File: src/rtl/core/cpio_newc_stream_parser_top_assert.svh
// Assertion macros shared by the cpio parser RTL.
// Expects clk and rst_n in the scope of each use.
`ifndef CPIO_NEWC_STREAM_PARSER_TOP_ASSERT_SVH
`define CPIO_NEWC_STREAM_PARSER_TOP_ASSERT_SVH
`ifndef SYNTHESIS
`define CPIO_ASSERT(lbl, prop) \
    lbl: assert property (@(posedge clk) disable iff (!rst_n) prop) \
        else $error("cpio parser assertion failed");
`define CPIO_ASSERT_NEVER(lbl, cond) \
    lbl: assert property (@(posedge clk) disable iff (!rst_n) !(cond)) \
        else $error("cpio parser forbidden condition");
`else
`define CPIO_ASSERT(lbl, prop)
`define CPIO_ASSERT_NEVER(lbl, cond)
`endif
`endif

File: src/rtl/core/cpio_pkg.sv
// Types, region codes and header constants for the cpio newc parser.
// No dependencies.
`timescale 1ns / 1ps

package cpio_pkg;

    localparam int HEADER_BYTES = 110;

    // byte offsets of the hex size fields within the header
    localparam int FSIZE_FIRST = 54;
    localparam int FSIZE_LAST  = 61;
    localparam int NSIZE_FIRST = 94;
    localparam int NSIZE_LAST  = 101;
    localparam int MAGIC_BYTES = 6;
    localparam int MARKER_BYTES = 11;

    typedef logic [2:0] region_t;

    localparam region_t PH_HEADER = 3'd0;
    localparam region_t PH_NAME   = 3'd1;
    localparam region_t PH_NPAD   = 3'd2;
    localparam region_t PH_DATA   = 3'd3;
    localparam region_t PH_DPAD   = 3'd4;
    localparam region_t PH_DONE   = 3'd5;
    localparam region_t PH_ERROR  = 3'd6;

    typedef struct packed {
        logic [7:0]  byte_value;
        region_t     region;
        logic        region_last;
        logic        entry_last;
        logic [31:0] file_size;
        logic [31:0] name_size;
        logic        is_trailer;
        logic        bad_magic;
    } out_item_t;

    // "070701"
    function automatic logic [7:0] magic_char(input logic [2:0] idx);
        logic [7:0] c;
        case (idx)
            3'd1, 3'd3: c = 8'h37;
            3'd5:       c = 8'h31;
            default:    c = 8'h30;
        endcase
        return c;
    endfunction

    // "TRAILER!!!" plus NUL
    function automatic logic [7:0] marker_char(input logic [3:0] idx);
        logic [7:0] c;
        case (idx)
            4'd0:       c = 8'h54;
            4'd1:       c = 8'h52;
            4'd2:       c = 8'h41;
            4'd3:       c = 8'h49;
            4'd4:       c = 8'h4C;
            4'd5:       c = 8'h45;
            4'd6:       c = 8'h52;
            4'd7, 4'd8, 4'd9: c = 8'h21;
            default:    c = 8'h00;
        endcase
        return c;
    endfunction

    // no validity check: letters count from 'A', everything else from '0'
    function automatic logic [31:0] hex_digit(input logic [7:0] c);
        logic [31:0] v;
        v = {24'b0, c};
        return (c >= 8'h41) ? (v - 32'd55) : (v - 32'd48);
    endfunction

endpackage

File: src/rtl/core/cpio_obuf.sv
// Two-entry output buffer (main register plus skid) for labeled bytes.
// Depends on cpio_pkg and the assertion macro header.
`timescale 1ns / 1ps
`include "cpio_newc_stream_parser_top_assert.svh"

module cpio_obuf
    import cpio_pkg::*;
(
    input  logic      clk,
    input  logic      rst_n,
    input  logic      in_valid,
    output logic      in_ready,
    input  out_item_t in_item,
    output logic      out_valid,
    input  logic      out_ready,
    output out_item_t out_item
);

    logic      main_valid_reg, main_valid_next;
    logic      skid_valid_reg, skid_valid_next;
    out_item_t main_item_reg, main_item_next;
    out_item_t skid_item_reg, skid_item_next;
    logic      in_xfer;
    logic      out_xfer;

    assign in_ready  = !skid_valid_reg;
    assign out_valid = main_valid_reg;
    assign out_item  = main_item_reg;
    assign in_xfer   = in_valid && in_ready;
    assign out_xfer  = main_valid_reg && out_ready;

    always_comb
    begin
        main_valid_next = main_valid_reg;
        skid_valid_next = skid_valid_reg;
        main_item_next  = main_item_reg;
        skid_item_next  = skid_item_reg;
        if (out_xfer)
        begin
            if (skid_valid_reg)
            begin
                main_item_next  = skid_item_reg;
                skid_valid_next = 1'b0;
            end
            else
            begin
                main_valid_next = in_xfer;
                main_item_next  = in_item;
            end
        end
        else if (in_xfer)
        begin
            if (!main_valid_reg)
            begin
                main_valid_next = 1'b1;
                main_item_next  = in_item;
            end
            else
            begin
                skid_valid_next = 1'b1;
                skid_item_next  = in_item;
            end
        end
    end

    always_ff @(posedge clk or negedge rst_n)
    begin
        if (!rst_n)
        begin
            main_valid_reg <= 1'b0;
            skid_valid_reg <= 1'b0;
        end
        else
        begin
            main_valid_reg <= main_valid_next;
            skid_valid_reg <= skid_valid_next;
        end
    end

    always_ff @(posedge clk)
    begin
        main_item_reg <= main_item_next;
        skid_item_reg <= skid_item_next;
    end

    `CPIO_ASSERT(a_skid_behind_main, skid_valid_reg |-> main_valid_reg)

endmodule

File: config.mk
export PLATFORM = sky130hd
export DESIGN_NAME = cpio_obuf
export DESIGN_NICKNAME = d
export VERILOG_FILES = /design/src/rtl/core/cpio_pkg.sv /design/src/rtl/core/cpio_obuf.sv
export VERILOG_INCLUDE_DIRS = /design/src /design/src/rtl/core
export SDC_FILE = /design/constraint.sdc
export NUM_CORES = 1
export LEC_CHECK = 0
export BUFFER_PORTS_ARGS = -buffer_cell sky130_fd_sc_hd__buf_2
export CAP_MARGIN = 25
export CORE_UTILIZATION = 40
export DETAILED_ROUTE_END_ITERATION = 6
export PLACE_DENSITY = 0.74
export SETUP_SLACK_MARGIN = 0.05
export SYNTH_ARGS = -nofsm -noshare
export SYNTH_HDL_FRONTEND = slang
export SYNTH_SLANG_ARGS = --single-unit
File: constraint.sdc
create_clock -name clk -period 7.9 [get_ports clk]
set_input_delay 0.395 -clock clk [delete_from_list [all_inputs] [get_ports clk]]
set_output_delay 0.395 -clock clk [all_outputs]
set_load 0.005 [all_outputs]
==> run_results.csv <==
group,metric,value,unit
timing,period_needed,2.35,ns
pwr,ir_drop,0.167,mV
clock_tree,cts_buffer_depth,2,
timing,holdWs,0.167,ns
grt,grt_pass1_wl,16.4,mm
pwr,switching_share,24.5,%
detailed_routing,num_vias,3021,
floorplanning,rows,43,
place,place.gp.congestion,0.685,
synth,synth.net_count,341,
grt,antenna_found_initial,0,
min_path,hold_end,"skid_item_reg[4]",
synth,synth_fa_ha_area_share,0,%
cells_and_area,fill_cells,1171,
clock_tree,clock_sinks,160,
cells_and_area,final_area,7480,um^2
detailed_routing,highest_layer,"met4",
timing,fin_tns_setup,0,ns
timing,max-slew-margin-rel,52.2,%
worst_setup_path,rrSetupSlack,5.55,ns
cells_and_area,multi_input_area,1000,um^2
synth,yosysWarnings,0,
clock_tree,clk_pin_slew,0.06,ns
worst_setup_path,start_kind,"flop",
detailed_routing,drt-initial-drc-count,186,
pwr,p_total,2.45,mW
synth,netlist_area,5830,um^2
timing,setup_slack,5.55,ns
synth,synth_top_family_by_area,"multiplexers",
clock_tree,root_buffer,"clkbuf_16",
worst_setup_path,crit_required,7.94,ns
cells_and_area,seq_area,4790,um^2
floorplanning,die_h,123,um
clock_tree,cts_tree,"built",
place,dp_hpwl,7.02,mm
worst_setup_path,cp-end-kind,"flop",
synth,yosysSeqAreaShare,82.2,%
detailed_routing,wirelength_met1,4.79,mm
detailed_routing,route.met3.wl,734,um
pwr,power_frac_comb,18.9,%
synth,yosys-top-cells-area,"edfxtp_1, mux2_2, mux2_4, dfrtp_1, buf_2",
cells_and_area,syn2layout_area_growth,28.2,%
floorplanning,initial_core_util,41.5,%
synth,synthXorXnorAreaFrac,0,%
timing,hold_viol,0,
worst_setup_path,path_max_fanout,44,
detailed_routing,avgViaCountPerCell,4.79,
synth,synth_edf_count,158,
detailed_routing,wl_met2,5.16,mm
cells_and_area,finalNonFillerCells,631,
detailed_routing,wl,10.8,mm
cells_and_area,num_antenna_cells,0,
floorplanning,io_pins,164,
synth,synth-async-reset-ratio,1.25,%
place,place_area,6930,um^2
pwr,leakagePower,2.87,nW
synth,ys_types,14,
status,status,"complete, no violations",
grt,grtUsageTotal,15.1,%
pwr,intPower,1.85,mW
synth,synth_top_area_cell,"edfxtp_1",
floorplanning,die_area,15100,um^2
run,cap_violations,0,
min_path,hold_path.class,"input pin to flop",
synth,synth_top_cells_by_count,"edfxtp_1, mux2_2, mux2_4",
worst_setup_path,worstSetupPathType,"flop to flop",
place,dpl.cell_count,599,
pwr,pwr-share-seq,50.1,%
clock_tree,htreeDepth,4,
min_path,holdCritStartpoint,"in_item[4]",
detailed_routing,drt-pass1-iter-count,4,
timing,slew_viol_final,0,
synth,synth_compound_area_share,0.343,%
timing,fin_crit_sh,29.8,%
pwr,power.switching,0.601,mW
timing,worst_pin_slew,0.714,ns
clock_tree,clock_latency,0.41,ns
detailed_routing,drc,0,
timing,rsz0062_at_grt,"no",
synth,muxShareOfSynthArea,15.9,%
worst_setup_path,r2r-end,"out_item[37]",
floorplanning,die_w,123,um
detailed_routing,final_antenna_net_count,0,
timing,skew,0.00968,ns
cells_and_area,final_layout_size_suffix_gt1_share,60.8,%
clock_tree,cts_setup_buffers,0,
place,port_buffers,163,
synth,yosysMostFrequentCell,"edfxtp_1",
pwr,powerDensity,328,nW/um^2
grt,grt_start_max_net_pins,45,
timing,setup_viol,0,
pwr,clkPwrFrac,31.0,%
min_path,hold_depth,1,
worst_setup_path,r2r_start,"skid_valid_reg",
synth,syn_inst,258,
synth,synth_top_area_share,81.3,%
timing,max_freq,425,MHz
clock_tree,numCtsBuffers,17,
worst_setup_path,critPathArrivalTime,2.40,ns
cells_and_area,finalNetCount,522,
grt,grt_pass1_vias,3165,
synth,synth_ff_type,"edfxtp_1",
detailed_routing,wl_per_cell,17.1,um
synth,yosys.area_share.simple,0.536,%
synth,synth_area_per_cell,22.6,um^2
synth,ys_seq_elements,160,
floorplanning,core_area,14000,um^2
grt,grt_overflow_total,0,
cells_and_area,utilization,53.3,%
worst_setup_path,reg2reg_depth,3,
place,dpl_worst_slack,5.51,ns
[worst max-delay path: stages, from the launching register on]
cell and delay [ns]:
dfrtp_1 0.45, nand2b_1 0.25, o21ai_4 0.60, buf_4 0.63
[kinds of logic (layout without fill, tap and decap cells)]
| family | after synthesis | in the layout |
|---|---|---|
| AO/OA/AOI/OAI | 4 | 4 |
| AND/OR/NAND/NOR | 5 | 5 |
| multiplexers | 79 | 79 |
| buffers and inverters | 10 | 203 |
| flip-flops | 160 | 160 |
[repair_timing]
item / 4_1_cts / 5_1_grt
hold buffers: 1 / 0
hold endpoints to repair: 2 / 0
gates resized for setup: 0 / 0
[cells in the final DEF (no fill, tap or decap), types with 3 or more instances in the layout]
| cell | n |
|---|---|
| buf_4 | 4 |
| clkinv_2 | 3 |
| edfxtp_1 | 158 |
| clkbuf_1 | 7 |
| buf_2 | 163 |
| mux2_2 | 69 |
| mux2_4 | 10 |
| clkbuf_16 | 17 |
[area by class of cell]
cell class | count | area share (%)
Clock buffer | 24 | 6.04
Timing Repair Buffer | 170 | 12.2
Multi-Input combinational cell | 88 | 13.4
Clock inverter | 7 | 1.17
Sequential cell | 160 | 64.1
Tap cell | 180 | 3.01
Inverter | 2 | 0.100
[worst max-delay path by stage]
stage | from | endpoint | slack (ns)
4_1_cts | skid_valid_reg | out_item[33] | 5.50
5_1_grt | skid_valid_reg | out_item[33] | 5.40
3_5_place_dp | skid_valid_reg | out_item[35] | 5.51
6_report | skid_valid_reg | out_item[37] | 5.55
3_3_place_gp | skid_valid_reg | out_item[29] | 5.22
2_1_floorplan | skid_valid_reg | out_item[0] | 1.15
[routing by layer]
| metal | track usage, % | up-vias |
|---|---|---|
| li1 | - | 1386 |
| met1 | 18.8 | 1506 |
| met2 | 23.7 | 117 |
| met3 | 5.86 | 12 |
| met4 | 5.72 | 0 |
| met5 | 0 | - |
[power groups by stage]
stage / clock network [mW] / logic [mW] / registers (mW)
finish: 0.761 / 0.463 / 1.23
global placement: 0 / 0.440 / 1.24
global route: 0.811 / 0.510 / 1.25
floorplan: 0 / 0.218 / 1.30
detailed placement: 0 / 0.473 / 1.25
CTS: 0.780 / 0.474 / 1.23
(Power assumes the default switching activity.)
