File: config.mk
export PLATFORM = sky130hd
export DESIGN_NAME = cpio_core
export DESIGN_NICKNAME = d
export VERILOG_FILES = /design/src/rtl/core/cpio_pkg.sv /design/src/rtl/core/cpio_core.sv
export VERILOG_INCLUDE_DIRS = /design/src /design/src/rtl/core
export SDC_FILE = /design/constraint.sdc
export NUM_CORES = 1
export LEC_CHECK = 0
export BUFFER_PORTS_ARGS = -buffer_cell sky130_fd_sc_hd__buf_2
export CELL_PAD_IN_SITES_DETAIL_PLACEMENT = 1
export CELL_PAD_IN_SITES_GLOBAL_PLACEMENT = 1
export CORE_UTILIZATION = 32
export DETAILED_ROUTE_END_ITERATION = 16
export HOLD_SLACK_MARGIN = 0.15
export MAX_ROUTING_LAYER = met4
export PLACE_DENSITY_LB_ADDON = 0.2
export SYNTH_ARGS = -nofsm -noshare
export SYNTH_HDL_FRONTEND = slang
export SYNTH_SLANG_ARGS = --single-unit
File: constraint.sdc
create_clock -name clk -period 6.35 [get_ports clk]
set_input_delay 0.635 -clock clk [delete_from_list [all_inputs] [get_ports clk]]
set_output_delay 0.635 -clock clk [all_outputs]
set_load 0.05 [all_outputs]
File: src/rtl/core/cpio_newc_stream_parser_top_assert.svh
// Assertion macros shared by the cpio parser RTL.
// Expects clk and rst_n in the scope of each use.
`ifndef CPIO_NEWC_STREAM_PARSER_TOP_ASSERT_SVH
`define CPIO_NEWC_STREAM_PARSER_TOP_ASSERT_SVH
`ifndef SYNTHESIS
`define CPIO_ASSERT(lbl, prop) \
    lbl: assert property (@(posedge clk) disable iff (!rst_n) prop) \
        else $error("cpio parser assertion failed");
`define CPIO_ASSERT_NEVER(lbl, cond) \
    lbl: assert property (@(posedge clk) disable iff (!rst_n) !(cond)) \
        else $error("cpio parser forbidden condition");
`else
`define CPIO_ASSERT(lbl, prop)
`define CPIO_ASSERT_NEVER(lbl, cond)
`endif
`endif

File: src/rtl/core/cpio_pkg.sv
// Types, region codes and header constants for the cpio newc parser.
// No dependencies.
`timescale 1ns / 1ps

package cpio_pkg;

    localparam int HEADER_BYTES = 110;

    // byte offsets of the hex size fields within the header
    localparam int FSIZE_FIRST = 54;
    localparam int FSIZE_LAST  = 61;
    localparam int NSIZE_FIRST = 94;
    localparam int NSIZE_LAST  = 101;
    localparam int MAGIC_BYTES = 6;
    localparam int MARKER_BYTES = 11;

    typedef logic [2:0] region_t;

    localparam region_t PH_HEADER = 3'd0;
    localparam region_t PH_NAME   = 3'd1;
    localparam region_t PH_NPAD   = 3'd2;
    localparam region_t PH_DATA   = 3'd3;
    localparam region_t PH_DPAD   = 3'd4;
    localparam region_t PH_DONE   = 3'd5;
    localparam region_t PH_ERROR  = 3'd6;

    typedef struct packed {
        logic [7:0]  byte_value;
        region_t     region;
        logic        region_last;
        logic        entry_last;
        logic [31:0] file_size;
        logic [31:0] name_size;
        logic        is_trailer;
        logic        bad_magic;
    } out_item_t;

    // "070701"
    function automatic logic [7:0] magic_char(input logic [2:0] idx);
        logic [7:0] c;
        case (idx)
            3'd1, 3'd3: c = 8'h37;
            3'd5:       c = 8'h31;
            default:    c = 8'h30;
        endcase
        return c;
    endfunction

    // "TRAILER!!!" plus NUL
    function automatic logic [7:0] marker_char(input logic [3:0] idx);
        logic [7:0] c;
        case (idx)
            4'd0:       c = 8'h54;
            4'd1:       c = 8'h52;
            4'd2:       c = 8'h41;
            4'd3:       c = 8'h49;
            4'd4:       c = 8'h4C;
            4'd5:       c = 8'h45;
            4'd6:       c = 8'h52;
            4'd7, 4'd8, 4'd9: c = 8'h21;
            default:    c = 8'h00;
        endcase
        return c;
    endfunction

    // no validity check: letters count from 'A', everything else from '0'
    function automatic logic [31:0] hex_digit(input logic [7:0] c);
        logic [31:0] v;
        v = {24'b0, c};
        return (c >= 8'h41) ? (v - 32'd55) : (v - 32'd48);
    endfunction

endpackage

File: src/rtl/core/cpio_core.sv
// Parser state and per-byte labeling logic for the cpio newc stream.
// Depends on cpio_pkg and the assertion macro header.
`timescale 1ns / 1ps
`include "cpio_newc_stream_parser_top_assert.svh"

module cpio_core
    import cpio_pkg::*;
(
    input  logic       clk,
    input  logic       rst_n,
    input  logic       step_en,
    input  logic [7:0] archive_byte,
    output out_item_t  result
);

    region_t     phase_reg, phase_next;
    logic [31:0] region_count_reg, region_count_next;
    logic [31:0] size_accum_reg, size_accum_next;
    logic [31:0] name_len_reg, name_len_next;
    logic [31:0] data_len_reg, data_len_next;
    logic        trailer_match_reg, trailer_match_next;
    logic        trailer_seen_reg, trailer_seen_next;

    logic [1:0]  npad_len;
    logic [1:0]  dpad_len;
    logic [31:0] cur_len;
    logic [PH_DPAD:PH_NAME] nonempty;
    logic [31:0] base;
    logic [31:0] acc;
    region_t     region;
    region_t     np;
    logic        rlast;
    logic        elast;

    // name pad brings HEADER_BYTES + namesize to a multiple of 4
    assign npad_len = 2'(2'd0 - (2'(HEADER_BYTES) + name_len_reg[1:0]));
    assign dpad_len = 2'(2'd0 - data_len_reg[1:0]);

    assign nonempty[PH_NAME] = (name_len_reg != 32'd0);
    assign nonempty[PH_NPAD] = (npad_len != 2'd0);
    assign nonempty[PH_DATA] = (data_len_reg != 32'd0);
    assign nonempty[PH_DPAD] = (dpad_len != 2'd0);

    always_comb
    begin
        case (phase_reg)
            PH_NAME: cur_len = name_len_reg;
            PH_NPAD: cur_len = {30'b0, npad_len};
            PH_DATA: cur_len = data_len_reg;
            PH_DPAD: cur_len = {30'b0, dpad_len};
            default: cur_len = 32'd0;
        endcase
    end

    always_comb
    begin
        phase_next         = phase_reg;
        region_count_next  = region_count_reg;
        size_accum_next    = size_accum_reg;
        name_len_next      = name_len_reg;
        data_len_next      = data_len_reg;
        trailer_match_next = trailer_match_reg;
        trailer_seen_next  = trailer_seen_reg;
        region             = phase_reg;
        rlast              = 1'b0;
        elast              = 1'b0;
        np                 = PH_HEADER;
        base               = 32'd0;
        acc                = 32'd0;

        case (phase_reg)
            PH_HEADER:
            begin
                if (region_count_reg < 32'(MAGIC_BYTES)
                    && archive_byte != magic_char(region_count_reg[2:0]))
                begin
                    phase_next = PH_ERROR;
                    region     = PH_ERROR;
                end
                else
                begin
                    if (region_count_reg == 32'd0)
                        trailer_match_next = 1'b1;
                    if (region_count_reg == 32'(FSIZE_FIRST)
                        || region_count_reg == 32'(NSIZE_FIRST))
                        base = 32'd0;
                    else
                        base = size_accum_reg;
                    acc = {base[27:0], 4'b0} + hex_digit(archive_byte);
                    if ((region_count_reg >= 32'(FSIZE_FIRST)
                         && region_count_reg <= 32'(FSIZE_LAST))
                        || (region_count_reg >= 32'(NSIZE_FIRST)
                            && region_count_reg <= 32'(NSIZE_LAST)))
                        size_accum_next = acc;
                    if (region_count_reg == 32'(FSIZE_LAST))
                        data_len_next = acc;
                    if (region_count_reg == 32'(NSIZE_LAST))
                        name_len_next = acc;
                    if (region_count_reg == 32'(HEADER_BYTES - 1))
                        rlast = 1'b1;
                    else
                        region_count_next = region_count_reg + 32'd1;
                end
            end
            PH_NAME, PH_NPAD, PH_DATA, PH_DPAD:
            begin
                if (phase_reg == PH_NAME
                    && (region_count_reg >= 32'(MARKER_BYTES)
                        || archive_byte != marker_char(region_count_reg[3:0])))
                    trailer_match_next = 1'b0;
                // regions are entered only when non-empty, so len - 1 is safe
                if (region_count_reg == cur_len - 32'd1)
                begin
                    rlast = 1'b1;
                    if (phase_reg == PH_NAME && trailer_match_next
                        && name_len_reg == 32'(MARKER_BYTES))
                        trailer_seen_next = 1'b1;
                end
                else
                begin
                    region_count_next = region_count_reg + 32'd1;
                end
            end
            PH_DONE:
            begin
                region = PH_DONE;
            end
            default:
            begin
                phase_next = PH_ERROR;
                region     = PH_ERROR;
            end
        endcase

        if (rlast)
        begin
            np = trailer_seen_next ? PH_DONE : PH_HEADER;
            // lowest later non-empty region wins
            for (region_t p = PH_DPAD; p >= PH_NAME; p--)
            begin
                if (p > phase_reg && nonempty[p])
                    np = p;
            end
            region_count_next = 32'd0;
            elast             = (np == PH_HEADER) || (np == PH_DONE);
            phase_next        = np;
        end
    end

    always_comb
    begin
        result.byte_value  = archive_byte;
        result.region      = region;
        result.region_last = rlast;
        result.entry_last  = elast;
        result.file_size   = data_len_next;
        result.name_size   = name_len_next;
        result.is_trailer  = trailer_seen_next;
        result.bad_magic   = (region == PH_ERROR);
    end

    always_ff @(posedge clk or negedge rst_n)
    begin
        if (!rst_n)
        begin
            phase_reg         <= PH_HEADER;
            region_count_reg  <= 32'd0;
            size_accum_reg    <= 32'd0;
            name_len_reg      <= 32'd0;
            data_len_reg      <= 32'd0;
            trailer_match_reg <= 1'b1;
            trailer_seen_reg  <= 1'b0;
        end
        else if (step_en)
        begin
            phase_reg         <= phase_next;
            region_count_reg  <= region_count_next;
            size_accum_reg    <= size_accum_next;
            name_len_reg      <= name_len_next;
            data_len_reg      <= data_len_next;
            trailer_match_reg <= trailer_match_next;
            trailer_seen_reg  <= trailer_seen_next;
        end
    end

    `CPIO_ASSERT(a_error_sticky, phase_reg == PH_ERROR |=> phase_reg == PH_ERROR)
    `CPIO_ASSERT(a_trailer_sticky, trailer_seen_reg |=> trailer_seen_reg)
    `CPIO_ASSERT(a_header_bound,
        phase_reg == PH_HEADER |-> region_count_reg < 32'(HEADER_BYTES))
    `CPIO_ASSERT_NEVER(a_magic_pos,
        step_en && phase_reg == PH_HEADER && phase_next == PH_ERROR
        && region_count_reg >= 32'(MAGIC_BYTES))

endmodule

==> summary.md <==
| Metric | Value |
|---|---|
| Main flop type after synthesis | `dfrtp_1` |
| Worst skew pair latency | `450 ps` |
| Pwr per Cell Area | `223 nW/um2` |
| Initial core utilization | `32.7%` |
| Synthesized cell area | `10400 um2` |
| Die Width | `182 um` |
| CP Data Required Time | `5710 ps` |
| WL/cell | `20.9 um` |
| Clk sink count | `129` |
| Final period utilization | `96.5%` |
| Post-Route WL | `between 30 and 40 mm` |
| Yosys warnings | `0` |
| Status | `finished clean` |
| Vias post-DR | `9440` |
| Setup violators final | `0` |
| H-Tree Depth | `4` |
| Async SR Flop Fraction | `100%` |
| I/O pin count | `90` |
| DR pass1 iterations | `7` |
| Max_slew headroom | `39.6%` |
| Worst r2r path cells | `13` |
| Setup crit end kind | `output pin` |
| Fin. Hold Viols | `0` |
| Final Core Density | `37.7%` |
| Worst-path fanout max | `22` |
| Seq cells post-synth | `129` |
| Share of layout cells above drive strength 1 | `around a fifth` |
| Setup WS pre-CTS | `~360 ps` |
| Power, Total | `2.67 mW` |
| Max rail drop VDD | `0.188 mV` |
| Syn_area_per_cell | `8.46 um2` |
| First-pass GRT wire length | `57.0 mm` |
| R2r startpoint | `phase_reg[1]` |
| Setup WS post-layout | `about 220 ps` |
| Num CTS Buffers | `17` |
| Final hold slack | `around 210 ps` |
| DR DRC count | `0` |
| Vias/cell | `5.41` |
| Setup Skew | `between 10 and 15 ps` |
| RePlAce Congestion | `about 0.86` |
| Port Buffer Count | `89` |
| Most frequent cells in the layout | `nand2_1, dfrtp_1, nor2_1` |
| Fmax | `163 MHz` |
| GR Overflow Total | `0` |
| Fillcell total | `between 3000 and 4000` |
| DP HPWL | `27.3 mm` |
| Vias in the first global route | `9638` |
| Die area | `33200 um2` |
| Distinct cells, synth | `76` |
| Tot GR Track Use | `roughly 23%` |
| Post-synthesis sequential area ratio | `a little over 30%` |
| Die height | `between 150 and 200 um` |
| Max Slew Vio Count | `0` |
| Largest net degree at the start of global routing | `82` |
| Gate count of the mapped netlist | `1230` |
| Crit start category | `register` |
| Num rows | `65` |
| CTS tree | `yes` |
| Area delta synth->final | `15.1%` |
| Syn_nets | `1288` |
| Setup_tns | `0 ps` |
| Hold-fix buffers at CTS | `0` |
| Min Tclk post-route | `6130 ps` |
| # diodes | `0` |
| Worst slew pin tran | `902 ps` |
| Register Area | `3230 um2` |
| Setup CP Type | `register to output pin` |
| Most common cell after layout, fill and taps aside | `nand2_1` |
| CORE AREA | `31800 um2` |
| Initial antenna violation count | `0` |
| Worst-path clk slew | `60 ps` |
| Antenna-violating nets left | `0` |
| Reg2Reg Setup Slack | `around 1000 ps` |
| Root Driver | `clkbuf_16` |
| Arr. time, crit path | `5490 ps` |
| Initial DRC count | `approximately 540` |
| CTS max path bufs | `2` |
| R2R Path End | `region_count_reg[9]` |
| Multi-input logic area | `6780 um2` |
| Leakage | `between 5 and 6 nW` |
| Number of enable flip-flop cells after synthesis | `0` |
| Max_cap viols | `0` |
| Hold crit path type | `primary input to asynchronous set/reset pin` |
| NumNets Final | `1355` |
-- worst max-delay path: stages (launching register included) --
cell and delay, ps:
dfrtp_1 470, nor4_2 350, nand4_1 280, nor4_2 350, buf_4 220, buf_6 230, nor2b_1 80, ha_1 350
a21o_1 210, a21o_1 170, a21oi_1 240, inv_1 120, a311oi_2 310, a21boi_0 200, o31ai_2 370, a21oi_1 130
a21oi_1 230, xnor2_1 170, o21ai_0 240, clkbuf_4 280
-- routing by layer --
layer | wire [um] | vias to the layer above | part of all wire [%] | track usage (%)
li1 | - | 4531 | - | -
met1 | 17900 | 4745 | 49 | 31.2
met2 | 17000 | 128 | 47 | 36.4
met3 | 949 | 36 | 2.6 | 3.39
met4 | 662 | 0 | 1.8 | 6.12
met5 | 0 | - | 0 | -
-- Yosys cell counts (6+ instances only) --
| master | number | area share [%] |
|---|---|---|
| nand2b_1 | 12 | 0.72 |
| ha_1 | 46 | 5.5 |
| o22ai_1 | 10 | 0.60 |
| a211oi_1 | 8 | 0.58 |
| and2_1 | 6 | 0.36 |
| nor2b_1 | 40 | 2.4 |
| nand2_1 | 150 | 5.4 |
| mux2_2 | 81 | 8.8 |
| a21o_1 | 15 | 1.1 |
| a31oi_1 | 24 | 1.4 |
| a21oi_1 | 61 | 2.9 |
| o21ai_0 | 48 | 2.3 |
| and3_1 | 13 | 0.78 |
| mux2i_1 | 38 | 3.7 |
| o21ai_1 | 23 | 1.1 |
| nor2_1 | 111 | 4.0 |
| xnor2_1 | 67 | 5.6 |
| nor3_1 | 40 | 1.9 |
| xor2_1 | 23 | 1.9 |
| dfrtp_1 | 128 | 31 |
| buf_4 | 15 | 1.1 |
| nor4_1 | 26 | 1.6 |
| inv_1 | 32 | 1.2 |
| o31ai_1 | 12 | 0.87 |
| buf_2 | 7 | 0.34 |
| clkbuf_1 | 42 | 1.5 |
| nand4_1 | 19 | 1.1 |
| nand3_1 | 35 | 1.7 |
-- cell families (layout without fill, tap and decap cells) --
logic type	after synthesis	in the layout	synth area share, %
buffers and inverters	106	186	4.59
XOR/XNOR	91	91	7.81
flip-flops	129	129	31.0
AO/OA/AOI/OAI	249	249	14.9
multiplexers	124	124	13.0
adder cells (fa/ha/maj)	47	47	5.73
AND/OR/NAND/NOR	484	484	22.9
-- worst max-delay path by stage --
| stage | from | to | slack, ps | cells after the start |
|---|---|---|---|---|
| 6_report | region_count_reg[27] | result[33] | 220 | 19 |
| 5_1_grt | region_count_reg[27] | result[33] | -40 | 19 |
| 4_1_cts | region_count_reg[27] | result[30] | 70 | 21 |
| 3_5_place_dp | archive_byte[1] | result[30] | 360 | 24 |
| 3_3_place_gp | archive_byte[1] | result[30] | 390 | 24 |
| 2_1_floorplan | region_count_reg[2] | result[30] | 160 | 18 |
-- power by group --
group	switching [mW]	internal (mW)	leakage, nW
combinational	0.473	0.220	3.52
clock	0.445	0.590	0.290
sequential	0.0721	0.869	1.69
-- repair_timing --
item | CTS | global route
buffers inserted | 0 | 1
endpoints found under the setup margin | 9 | 13
pin swaps | 0 | 3
resized for setup | 4 | 9
-- per-stage QoR --
stage                     cells  cell area (um2)
after floorplan            1230            10400
after global placement     1712            11300
after detailed placement   1712            11300
after CTS                  1744            11900
after global routing       1745            12000
final                      1745            12000
-- area by class of cell --
cell class / count / area share [%]
flip-flops and latches: 129 / 27.0
multi-input cells: 995 / 56.6
clock inverters: 15 / 1.41
inverters: 35 / 1.10
repair buffers: 119 / 5.83
clock buffers: 17 / 3.55
well taps: 435 / 4.54
(Power assumes the default switching activity.)
